--- src/hw/rtl/rkcc_pkg.sv ---
`default_nettype none
// ----------------------------------------------------------------------------
// rkcc_pkg
// Shared widths, codes and transaction types of the keyframe colour cycler.
// ----------------------------------------------------------------------------
package rkcc_pkg;

	localparam int MAX_FRAMES = 16;
	localparam int FRAME_W    = $clog2(MAX_FRAMES);
	localparam int FCNT_W     = 5;
	localparam int CYC_W      = 19;
	localparam int DELTA_W    = 16;
	localparam int DUR_W      = 15;
	localparam int FRAC_W     = 16;
	localparam int CHAN_W     = 8;
	localparam int COLOUR_W   = 4 * CHAN_W;
	localparam int CMD_W      = 2;
	localparam int REG_IDX_W  = 2;

	localparam logic [CMD_W-1:0] CMD_TICK    = 2'd0;
	localparam logic [CMD_W-1:0] CMD_WRITE   = 2'd1;
	localparam logic [CMD_W-1:0] CMD_RESTART = 2'd2;

	localparam logic [REG_IDX_W-1:0] REG_FRAME_COUNT = 2'd0;
	localparam logic [REG_IDX_W-1:0] REG_CYCLE_TIME  = 2'd1;

	typedef struct packed {
		logic [CMD_W-1:0]   command;
		logic [DELTA_W-1:0] time_delta;
		logic [FRAME_W-1:0] frame_slot;
		logic [CHAN_W-1:0]  key_red;
		logic [CHAN_W-1:0]  key_green;
		logic [CHAN_W-1:0]  key_blue;
		logic [CHAN_W-1:0]  key_alpha;
		logic [DUR_W-1:0]   key_duration;
	} item_t;

	typedef struct packed {
		logic [CHAN_W-1:0]  out_red;
		logic [CHAN_W-1:0]  out_green;
		logic [CHAN_W-1:0]  out_blue;
		logic [CHAN_W-1:0]  out_alpha;
		logic [FRAME_W-1:0] active_frame;
	} result_t;

	typedef struct packed {
		logic [REG_IDX_W-1:0] reg_index;
		logic [CYC_W-1:0]     wr_data;
	} cfg_wr_t;

endpackage
`default_nettype wire

--- src/hw/rtl/rkcc_item_if.sv ---
`default_nettype none
// ----------------------------------------------------------------------------
// rkcc_item_if
// Command channel: valid/ready with one command item as payload.
// ----------------------------------------------------------------------------
interface rkcc_item_if;
	import rkcc_pkg::*;

	logic  valid;
	logic  ready;
	item_t data;

	modport source (output valid, output data, input ready);
	modport sink   (input valid, input data, output ready);
endinterface
`default_nettype wire

--- src/hw/rtl/rkcc_result_if.sv ---
`default_nettype none
// ----------------------------------------------------------------------------
// rkcc_result_if
// Result channel: valid/ready with the held colour and active frame.
// ----------------------------------------------------------------------------
interface rkcc_result_if;
	import rkcc_pkg::*;

	logic    valid;
	logic    ready;
	result_t data;

	modport source (output valid, output data, input ready);
	modport sink   (input valid, input data, output ready);
endinterface
`default_nettype wire

--- src/hw/rtl/rkcc_cfg_if.sv ---
`default_nettype none
// ----------------------------------------------------------------------------
// rkcc_cfg_if
// Configuration write channel: valid/ready with register index and data.
// ----------------------------------------------------------------------------
interface rkcc_cfg_if;
	import rkcc_pkg::*;

	logic    valid;
	logic    ready;
	cfg_wr_t data;

	modport source (output valid, output data, input ready);
	modport sink   (input valid, input data, output ready);
endinterface
`default_nettype wire

--- src/hw/rtl/rgba_keyframe_colour_cycler.sv ---
`default_nettype none
// ----------------------------------------------------------------------------
// rgba_keyframe_colour_cycler
// Looping RGBA keyframe animation. One shared 20-bit subtract/compare unit
// runs the modulo, the frame walk and the fraction divide; one 9x17 multiplier
// blends the four channels one per cycle.
// ----------------------------------------------------------------------------
// Flow: write, unused command or tick with fewer than two frames go straight
// to the result stage; restart first loads the frame 0 colour as held colour;
// tick, when the cycle time is nonzero, runs a 17-step remainder, then a frame
// walk (duration RAM read, then compare, per step), a 16-step divide, the 2
// colour RAM reads and 4 blend steps; zero cycle time skips the remainder.
// One command at a time; a new one is taken while the last result still waits.
// Reset clears position, elapsed time, held colour and frame count and sets the
// cycle time to its least nonzero value; keyframe tables hold no reset value.
// ----------------------------------------------------------------------------
module rgba_keyframe_colour_cycler (
	input  wire logic     clk,
	input  wire logic     arst_n,
	rkcc_item_if.sink     item,
	rkcc_result_if.source result,
	rkcc_cfg_if.sink      cfg
);
	import rkcc_pkg::*;

	localparam int E_W    = DELTA_W + 1;
	localparam int SUB_W  = CYC_W + 1;
	localparam int CNT_W  = 5;
	localparam logic [FCNT_W-1:0] MAX_N = FCNT_W'(MAX_FRAMES);

	typedef enum logic [3:0] {
		ST_IDLE, ST_RST_LD, ST_MOD, ST_WALK_RD, ST_WALK_CMP, ST_DIV,
		ST_RD_C0, ST_RD_C1, ST_LD_C1, ST_BLEND, ST_DONE
	} state_t;

	state_t state_q;

	// keyframe tables
	logic [COLOUR_W-1:0] col_mem [MAX_FRAMES];
	logic [DUR_W-1:0]    dur_mem [MAX_FRAMES];
	logic [COLOUR_W-1:0] col_rd_q;
	logic [DUR_W-1:0]    dur_rd_q;
	logic [FRAME_W-1:0]  col_raddr;

	logic [FCNT_W-1:0]   frame_count_q;
	logic [CYC_W-1:0]    cycle_q;

	logic [FRAME_W-1:0]  pos_q;
	logic [DUR_W-1:0]    elapsed_q;
	logic [COLOUR_W-1:0] held_q;
	logic [FCNT_W-1:0]   n_q;
	logic [E_W-1:0]      e_q;
	logic [CYC_W-1:0]    rem_q;
	logic [DUR_W-1:0]    d_q;
	logic [FRAC_W-1:0]   frac_q;
	logic [CNT_W-1:0]    cnt_q;
	logic [1:0]          ch_q;
	logic [COLOUR_W-1:0] c0_q;
	logic [COLOUR_W-1:0] c1_q;

	logic                res_valid_q;
	result_t             res_q;

	logic                in_fire;
	logic [FCNT_W-1:0]   n_now;

	// shared subtract/compare unit
	logic [SUB_W-1:0]    sub_a;
	logic [SUB_W-1:0]    sub_b;
	logic [SUB_W:0]      sub_full;
	logic                borrow;
	logic [SUB_W-1:0]    sub_diff;
	logic [SUB_W-1:0]    rem_next;

	logic [DUR_W-1:0]    dur_eff;
	logic [FCNT_W-1:0]   pos_inc;
	logic [FRAME_W-1:0]  pos_wrap;

	// blend unit
	logic [CHAN_W-1:0]   c0_b;
	logic [CHAN_W-1:0]   c1_b;
	logic signed [CHAN_W:0]       diff_s;
	logic signed [FRAC_W:0]       frac_s;
	logic signed [CHAN_W+FRAC_W+1:0] prod_s;
	logic [CHAN_W-1:0]   blend_b;

	assign item.ready   = (state_q == ST_IDLE);
	assign in_fire      = item.valid && item.ready;
	assign cfg.ready    = 1'b1;
	assign result.valid = res_valid_q;
	assign result.data  = res_q;

	assign n_now    = (frame_count_q > MAX_N) ? MAX_N : frame_count_q;
	assign dur_eff  = (dur_rd_q == '0) ? DUR_W'(1) : dur_rd_q;
	assign pos_inc  = FCNT_W'(pos_q) + FCNT_W'(1);
	assign pos_wrap = (pos_inc >= n_q) ? '0 : pos_inc[FRAME_W-1:0];

	always_comb begin
		sub_a = '0;
		sub_b = '0;
		case (state_q)
			ST_MOD: begin
				sub_a = {rem_q, e_q[E_W-1]};
				sub_b = SUB_W'(cycle_q);
			end
			ST_WALK_CMP: begin
				sub_a = SUB_W'(e_q);
				sub_b = SUB_W'(dur_eff);
			end
			ST_DIV: begin
				sub_a = {rem_q, 1'b0};
				sub_b = SUB_W'(d_q);
			end
			default: begin
				sub_a = '0;
				sub_b = '0;
			end
		endcase
	end

	assign sub_full = {1'b0, sub_a} - {1'b0, sub_b};
	assign borrow   = sub_full[SUB_W];
	assign sub_diff = sub_full[SUB_W-1:0];
	assign rem_next = borrow ? sub_a : sub_diff;

	assign c0_b    = c0_q[{ch_q, 3'b000} +: CHAN_W];
	assign c1_b    = c1_q[{ch_q, 3'b000} +: CHAN_W];
	assign diff_s  = $signed({1'b0, c1_b}) - $signed({1'b0, c0_b});
	assign frac_s  = $signed({1'b0, frac_q});
	assign prod_s  = diff_s * frac_s;
	// low byte of the arithmetic shift plus cur, wrapped to 8 bits
	assign blend_b = prod_s[FRAC_W +: CHAN_W] + c0_b;

	always_comb begin
		case (state_q)
			ST_RD_C0: col_raddr = pos_q;
			ST_RD_C1: col_raddr = pos_wrap;
			default:  col_raddr = '0;
		endcase
	end

	always_ff @(posedge clk) begin
		if (in_fire && (item.data.command == CMD_WRITE)) begin
			col_mem[item.data.frame_slot] <= {item.data.key_alpha, item.data.key_blue,
				item.data.key_green, item.data.key_red};
			dur_mem[item.data.frame_slot] <= item.data.key_duration;
		end
		col_rd_q <= col_mem[col_raddr];
		dur_rd_q <= dur_mem[pos_q];
	end

	always_ff @(posedge clk or negedge arst_n) begin
		if (!arst_n) begin
			state_q       <= ST_IDLE;
			frame_count_q <= '0;
			cycle_q       <= CYC_W'(1);
			pos_q         <= '0;
			elapsed_q     <= '0;
			held_q        <= '0;
			res_valid_q   <= 1'b0;
			n_q           <= '0;
			cnt_q         <= '0;
			ch_q          <= '0;
		end else begin
			if (cfg.valid && cfg.ready) begin
				case (cfg.data.reg_index)
					REG_FRAME_COUNT: frame_count_q <= cfg.data.wr_data[FCNT_W-1:0];
					REG_CYCLE_TIME:  cycle_q <= cfg.data.wr_data;
					default: ;
				endcase
			end

			// ST_DONE reloads the result register itself
			if (res_valid_q && result.ready && (state_q != ST_DONE))
				res_valid_q <= 1'b0;

			case (state_q)
				ST_IDLE: begin
					if (in_fire) begin
						case (item.data.command)
							CMD_TICK: begin
								n_q <= n_now;
								if (n_now < FCNT_W'(2)) begin
									state_q <= ST_DONE;
								end else begin
									if (FCNT_W'(pos_q) >= n_now)
										pos_q <= '0;
									e_q   <= E_W'(elapsed_q) + E_W'(item.data.time_delta);
									rem_q <= '0;
									cnt_q <= '0;
									state_q <= (cycle_q != '0) ? ST_MOD : ST_WALK_RD;
								end
							end
							CMD_RESTART: state_q <= ST_RST_LD;
							default:     state_q <= ST_DONE;
						endcase
					end
				end
				ST_RST_LD: begin
					held_q    <= col_rd_q;
					pos_q     <= '0;
					elapsed_q <= '0;
					state_q   <= ST_DONE;
				end
				ST_MOD: begin
					// restoring remainder, one dividend bit per cycle
					rem_q <= rem_next[CYC_W-1:0];
					cnt_q <= cnt_q + CNT_W'(1);
					if (cnt_q == CNT_W'(E_W - 1)) begin
						e_q     <= rem_next[E_W-1:0];
						state_q <= ST_WALK_RD;
					end else begin
						e_q <= {e_q[E_W-2:0], 1'b0};
					end
				end
				ST_WALK_RD: state_q <= ST_WALK_CMP;
				ST_WALK_CMP: begin
					if (!borrow) begin
						e_q     <= sub_diff[E_W-1:0];
						pos_q   <= pos_wrap;
						state_q <= ST_WALK_RD;
					end else begin
						elapsed_q <= e_q[DUR_W-1:0];
						d_q       <= dur_eff;
						rem_q     <= CYC_W'(e_q[DUR_W-1:0]);
						cnt_q     <= '0;
						state_q   <= ST_DIV;
					end
				end
				ST_DIV: begin
					rem_q  <= rem_next[CYC_W-1:0];
					frac_q <= {frac_q[FRAC_W-2:0], ~borrow};
					cnt_q  <= cnt_q + CNT_W'(1);
					if (cnt_q == CNT_W'(FRAC_W - 1))
						state_q <= ST_RD_C0;
				end
				ST_RD_C0: state_q <= ST_RD_C1;
				ST_RD_C1: begin
					c0_q    <= col_rd_q;
					state_q <= ST_LD_C1;
				end
				ST_LD_C1: begin
					c1_q    <= col_rd_q;
					ch_q    <= '0;
					state_q <= ST_BLEND;
				end
				ST_BLEND: begin
					held_q[{ch_q, 3'b000} +: CHAN_W] <= blend_b;
					ch_q <= ch_q + 2'd1;
					if (ch_q == 2'd3)
						state_q <= ST_DONE;
				end
				ST_DONE: begin
					if (!res_valid_q || result.ready) begin
						res_valid_q        <= 1'b1;
						res_q.out_red      <= held_q[0*CHAN_W +: CHAN_W];
						res_q.out_green    <= held_q[1*CHAN_W +: CHAN_W];
						res_q.out_blue     <= held_q[2*CHAN_W +: CHAN_W];
						res_q.out_alpha    <= held_q[3*CHAN_W +: CHAN_W];
						res_q.active_frame <= pos_q;
						state_q            <= ST_IDLE;
					end
				end
				default: state_q <= ST_IDLE;
			endcase
		end
	end
endmodule
`default_nettype wire
--- src/flat_wrapper.sv ---
// flat-port wrapper written by rule: the top's interface ports become plain ports
module rgba_keyframe_colour_cycler_flat import rkcc_pkg::*;
  (clk, arst_n, item_valid, item_data, item_ready, result_valid, result_data, result_ready, cfg_valid, cfg_data, cfg_ready);
  rkcc_item_if item_i ();
  rkcc_result_if result_i ();
  rkcc_cfg_if cfg_i ();
  input  wire logic clk;
  input  wire logic arst_n;
  input wire logic [$bits(item_i.valid)-1:0] item_valid;
  input wire logic [$bits(item_i.data)-1:0] item_data;
  output wire logic [$bits(item_i.ready)-1:0] item_ready;
  output wire logic [$bits(result_i.valid)-1:0] result_valid;
  output wire logic [$bits(result_i.data)-1:0] result_data;
  input wire logic [$bits(result_i.ready)-1:0] result_ready;
  input wire logic [$bits(cfg_i.valid)-1:0] cfg_valid;
  input wire logic [$bits(cfg_i.data)-1:0] cfg_data;
  output wire logic [$bits(cfg_i.ready)-1:0] cfg_ready;
  assign item_i.valid = item_valid;
  assign item_i.data = item_data;
  assign item_ready = item_i.ready;
  assign result_valid = result_i.valid;
  assign result_data = result_i.data;
  assign result_i.ready = result_ready;
  assign cfg_i.valid = cfg_valid;
  assign cfg_i.data = cfg_data;
  assign cfg_ready = cfg_i.ready;
  rgba_keyframe_colour_cycler u_core (.clk(clk), .arst_n(arst_n), .item(item_i), .result(result_i), .cfg(cfg_i));
endmodule
--- config.mk ---
export PLATFORM = sky130hd
export DESIGN_NAME = rgba_keyframe_colour_cycler_flat
export DESIGN_NICKNAME = d
export VERILOG_FILES = /design/src/hw/rtl/rkcc_pkg.sv /design/src/hw/rtl/rkcc_item_if.sv /design/src/hw/rtl/rkcc_result_if.sv /design/src/hw/rtl/rkcc_cfg_if.sv /design/src/hw/rtl/rgba_keyframe_colour_cycler.sv /design/src/flat_wrapper.sv
export SDC_FILE = /design/constraint.sdc
export NUM_CORES = 2
export LEC_CHECK = 0
export BUFFER_PORTS_ARGS = -buffer_cell sky130_fd_sc_hd__clkbuf_2
export CORE_AREA = 2 2 350 352
export DETAILED_ROUTE_END_ITERATION = 6
export DIE_AREA = 0 0 352 354
export GPL_TIMING_DRIVEN = 0
export PLACE_DENSITY = 0.59
export SLEW_MARGIN = 20
export SYNTH_ARGS = -nofsm -noshare
export SYNTH_HDL_FRONTEND = slang
export SYNTH_SLANG_ARGS = --single-unit
--- constraint.sdc ---
create_clock -name clk -period 10.32 [get_ports clk]
set_input_delay 2.064 -clock clk [delete_from_list [all_inputs] [get_ports clk]]
set_output_delay 2.064 -clock clk [all_outputs]
set_load 0.01 [all_outputs]
; ---- Word level (Yosys, flattened, before mapping)
; Memory sizes are Yosys's and may differ from the RTL's. A register that Yosys moved wholly into a read port is not among the register bits.
; Cells that the tools add are included.
[word_totals]
register_bits = 259
mem_bits_rw = 752
in_bits = 95
output_inout_bits = 39
elab_cells = 149
n_memories = 2
[memory_table]
columns = memory, depth, width, rd, rd_clocked_by_memory_dff, write_ports, line_no
row1 = u_core.col_mem, 16, 32, 1, 1, 1, rgba_keyframe_colour_cycler.sv:39  ; logic [COLOUR_W-1:0] col_mem [MAX_FRAMES];
row2 = u_core.dur_mem, 16, 15, 1, 1, 1, rgba_keyframe_colour_cycler.sv:40  ; logic [DUR_W-1:0] dur_mem [MAX_FRAMES];
[classes]
add_sub_neg = 8
multipliers = 1
magnitude_cmp = 4
eq_ne = 27
shifts = 4
mux = 49
n_bitwise = 1
reduce_logical = 32
[ops]
columns = operator, n
row1 = one-hot mux 19 bit (3 select lines), 2
row2 = two-way mux 19 bit, 5
row3 = two-way mux 17 bit, 5
row4 = one-hot mux 32 bit (2 select lines), 1
row5 = variable part select 32 x 6 -> 8 bit, 2
row6 = one-hot mux 20 bit (3 select lines), 1
row7 = one-hot mux 17 bit (3 select lines), 1
row8 = two-way mux 4 bit, 12
row9 = one-hot mux 4 bit (11 select lines), 1
row10 = bitwise mux 32 bit, 1
row11 = "variable shift 8 x 7 -> 32 bit, first input constant", 1
row12 = variable part select 8 x 7 -> 32 bit, 1
row13 = two-way mux 15 bit, 2
row14 = one-hot mux 15 bit (2 select lines), 1
row15 = two-way mux 5 bit, 5
row16 = multiplier 9 x 17 -> 24 bit, 1
row17 = subtractor 20 x 19 -> 21 bit, 1
row18 = nonzero test 19 bit, 1
row19 = AND reduction 6 bit, 3
row20 = adder 15 x 16 -> 17 bit, 1
row21 = "equality test 4 x 3 -> 1 bit, second input constant", 4
row22 = one-hot mux 4 bit (2 select lines), 2
row23 = zero test 15 bit, 1
row24 = one-hot mux 5 bit (3 select lines), 1
row25 = other kinds (36), 70

; ---- Longest topological paths before layout
[depth]
depth_word = 8
ltp_mapped = 41
mapped_depth_nobuf = 39

; ---- Worst setup path before layout
; No wires, ideal clock.
[synth_timing]
kind = register -> register
startpoint = register u_core.ch_q[0]
endpoint = register u_core.held_q[7]
setup_ps = 128
arrival_ps = 9480
slack_ps = 713
path_stages_with_launch = 38
n_path_buf = 3
period_less_slack_ps = 9607
cell_sequence = dfrtp_1 -> buf_1 -> buf_1 -> mux4_2 -> ha_1 -> fa_1 -> nor2b_1 -> o2111ai_1 -> and4b_1 -> xnor2_1 -> clkbuf_1 -> nand2_1 -> fa_1 -> fa_1 -> inv_1 -> fa_1 -> fa_1 -> inv_1 -> [2 not listed] -> ha_1 -> a21oi_1 -> o21a_1 -> o21a_1 -> o21bai_1 -> a21o_1 -> a21o_1 -> a21oi_1 -> xnor2_1 -> ha_1 -> a21o_1 -> a211oi_1 -> nor2_1 -> o41ai_1 -> xnor2_1 -> xnor2_1 -> xnor2_1 -> o21ai_1
[synth_between]
elab_chain_cells = 7
elab_cells_between_ends = 10
[synth_lines]
columns = element, line_no
row1 = start: declaration, rgba_keyframe_colour_cycler.sv:57  ; logic [1:0] ch_q;
row2 = start signal: assignment, rgba_keyframe_colour_cycler.sv:249  ; ch_q <= ch_q + 2'd1;
row3 = "variable part select 32 x 6 -> 8 bit, on equally long branches", "rgba_keyframe_colour_cycler.sv:127, rgba_keyframe_colour_cycler.sv:126"
row4 = subtractor 8 x 8 -> 9 bit, rgba_keyframe_colour_cycler.sv:128  ; assign diff_s = $signed({1'b0, c1_b}) - $signed({1'b0, c0_b});
row5 = multiplier 9 x 17 -> 24 bit, rgba_keyframe_colour_cycler.sv:130  ; assign prod_s = diff_s * frac_s;
row6 = adder 8 bit, rgba_keyframe_colour_cycler.sv:132  ; assign blend_b = prod_s[FRAC_W +: CHAN_W] + c0_b;
row7 = variable part select 8 x 7 -> 32 bit, rgba_keyframe_colour_cycler.sv:248  ; held_q[{ch_q, 3'b000} +: CHAN_W] <= blend_b;
row8 = bitwise mux 32 bit (*), rgba_keyframe_colour_cycler.sv:248
row9 = one-hot mux 32 bit (2 select lines) (*), rgba_keyframe_colour_cycler.sv:177  ; case (state_q)
row10 = end signal: assignment, rgba_keyframe_colour_cycler.sv:200  ; held_q <= col_rd_q;
row11 = end signal: indexed assignment, rgba_keyframe_colour_cycler.sv:248
row12 = end: declaration, rgba_keyframe_colour_cycler.sv:50  ; logic [COLOUR_W-1:0] held_q;
; Mark *: on every way between the ends. The rest lies on a longest branch, timed or not.
; A chain may end at the register's enable or synchronous reset.

; ---- Final worst setup path
; Same ends and word-level chain as after synthesis.

==> impl_metrics.tcl <==
set metrics [dict create \
    synth_cell_type_count 86 \
    postRouteAntennaNets 0 \
    nets 3897 \
    fmax_ghz 0.103 \
    cts_tree "done" \
    routed_via_density 5.65 \
    num-fill-cells 10600 \
    cts_sinks 1058 \
    pre_cts_slack_ns -1.38 \
    die_w_um 352 \
    dr.pass1.iters 6 \
    synthCells 3266 \
    grt_pass1_vias 29800 \
    syn2layout_area_growth_pct 15.8 \
    routabilityCongestion 0.854 \
    fin_crit_sh 0.945 \
    hold_viol 0 \
    yosys-top-cells-count "edfxtp_1, nand2_1, and3_1" \
    clk_latency_ns 0.71 \
    initial_core_util 0.396 \
    num_rows 128 \
    cts_root_buf "clkbuf_16" \
    end_kind "register" \
    synth_top_area_frac 0.576 \
    drcViolationCount 0 \
    synth_seq_cells 1058 \
    crit_path_start_kind "register" \
    yosysSeqAreaShare 0.644 \
    place_hpwl_mm 95.1 \
    grt_setup_unrepaired "no" \
    vias 29900 \
    routedWlPerCell_um 25.1 \
    grt_pass1_wl_mm 197 \
    coreArea_um2 121000 \
    report.final.slew_viol_count 0 \
    cp.required_ns 10.90 \
    worst_path_max_delay_cell "mux4_2" \
    timing.critical_path.buf_inv 6 \
    globalRouteOverflowTotal 0 \
    synth_area_leaders "edfxtp_1, dfrtp_1, mux4_2" \
    synth_fp_nets 3585 \
    hp-class "register to register" \
    clkTransAtPathRegs_ns 0.06 \
    antenna_found_initial 18 \
    clockBufferDepth 3 \
    critPathMaxStageDelay_ns 0.60 \
    cts_hold_buffers 0 \
    synth.most_common_cell "edfxtp_1" \
    synth_top_cell_by_area "edfxtp_1" \
    die_area_um2 125000 \
    numCtsBuffers 111 \
    arrival_ns 10.33 \
    path_class "register to register" \
    cp_common_cell "fa_1" \
    grt_start_max_net_pins 75 \
    cap_violations 0 \
    numPortBuffers 132 \
    drive_above_1_share 0.157 \
    drt_iter0_drc 3368 \
    ioPinCount 134 \
    synth_enable_flop_cells 919 \
    drt_wl_total_mm 133 \
    worst_pin_slew_ns 1.16 \
    ys_async_sr_fraction 0.0870 \
    setup_violations 0 \
    avgSynthCellArea_um2 14.7 \
    layout_setup_ws_ns 0.571 \
    crit_family "adder cells" \
    fin_crit_ns 9.75 \
    grt_use_total 0.211 \
    relSlewSlack 0.230 \
    synth_ff_type "edfxtp_1" \
    cp_max_fo 10 \
    final.setup_skew_ns 0.0340 \
    htree_levels 3 \
    die_h_um 354 \
    outcome "finished clean" \
    synth_warnings 0 \
    synth_area_um2 47900 \
]
path summary, 6_finish.rpt:
| check | end | cells past startpoint | slack [ns] | from |
|---|---|---|---|---|
| max | u_core.held_q[7]$_DFFE_PN0P_ | 37 | 0.57 | u_core.ch_q[0]$_DFFE_PN0P_ |
| min | u_core.result.data[29]$_DFFE_PP_ | 0 | 0.44 | u_core.held_q[1]$_DFFE_PN0P_ |
| max reg2reg | u_core.held_q[7]$_DFFE_PN0P_ | 37 | 0.57 | u_core.ch_q[0]$_DFFE_PN0P_ |
| min reg2reg | u_core.result.data[29]$_DFFE_PP_ | 0 | 0.44 | u_core.held_q[1]$_DFFE_PN0P_ |
| max in group asynchronous | u_core.held_q[8]$_DFFE_PN0P_ | 2 | 8.38 | arst_n |
| min in group asynchronous | u_core.cycle_q[10]$_DFFE_PN0P_ | 1 | 1.25 | arst_n |
through the flow:
step           area, µm²  utilization  std cells  hold slack, ns  TNS, ns
2_1_floorplan      47900            -       3266           0.418        0
3_3_place_gp       50600        0.418       5023           0.435   -31.20
3_5_place_dp       51800        0.429       5089           0.432   -23.16
4_1_cts            55400        0.458       5294           0.446        0
5_1_grt            55500        0.459       5295           0.465        0
6_report           55500        0.459       5299           0.444        0
final cells by class:
type                       count  area [µm²]  share of cell area
timing repair buffer         199        1720              0.0309
buffer                       203         912              0.0164
antenna                        4        10.0            0.000180
clock inverter                65         551             0.00993
multi-input combinational   1874       16000               0.288
tap                         1625        2030              0.0367
clock buffer                 140        2950              0.0531
inverter                     131         492             0.00887
sequential                  1058       30800               0.556
sequential cells by signal, summed over array words and instances, names as in the netlist, 32 cells and up:
name / cells
u_core.col_mem: 512
u_core.dur_mem: 240
u_core.result.data: 36
u_core.c0_q: 32
u_core.c1_q: 32
u_core.col_rd_q: 32
u_core.held_q: 32
layout by cell type, fill, tap and decap left out, types with 20 or more instances in the layout:
cell type	n
buf_6	20
nor3b_1	47
clkbuf_16	112
and2_1	61
ha_1	122
buf_4	33
fa_1	102
dfrtp_1	90
nand3_1	84
clkbuf_1	171
edfxtp_1	919
and3_1	174
clkbuf_2	139
nor2_1	82
mux2_2	28
a211oi_1	172
a22oi_1	20
o21ai_0	76
inv_1	130
a21o_1	24
clkinv_1	26
mux2i_1	64
a221oi_1	42
mux4_2	91
nor3_1	27
a311oi_1	66
nand2b_1	50
or4_1	32
nand2_1	214
xnor2_1	29
dfxtp_1	47
a21oi_1	55
kinds of logic (layout without fill, tap and decap cells):
kind of cell,Yosys count,after routing,share of synthesized area
AOI/OAI and AO/OA,562,562,0.0863
other,1,5,0.0000783
buffers and inverters,334,738,0.0286
adders and majority gates,224,224,0.0745
DFF,1058,1058,0.644
and+or+nand+nor,859,859,0.0958
muxes,183,183,0.0627
xor gates and xnor gates,45,45,0.00823
what timing repair did:
item / CTS / global route
setup buffers: 0 / 1
hold endpoints to repair: 0 / 0
setup endpoints to repair: 28 / 16
gates resized for setup: 20 / 16
pin swaps: 0 / 2
metal layers:
metal | global-route usage | vias up | part of all wire
li1 | - | 13300 | -
met1 | 0.290 | 15100 | 0.42
met2 | 0.339 | 1265 | 0.47
met3 | 0.0416 | 245 | 0.081
met4 | 0.0634 | 8 | 0.029
met5 | 0 | - | 0.00037
Power is left out: the tool's default activity adds up to more than one toggle a clock period on the data nets, which glitch-free logic cannot reach.
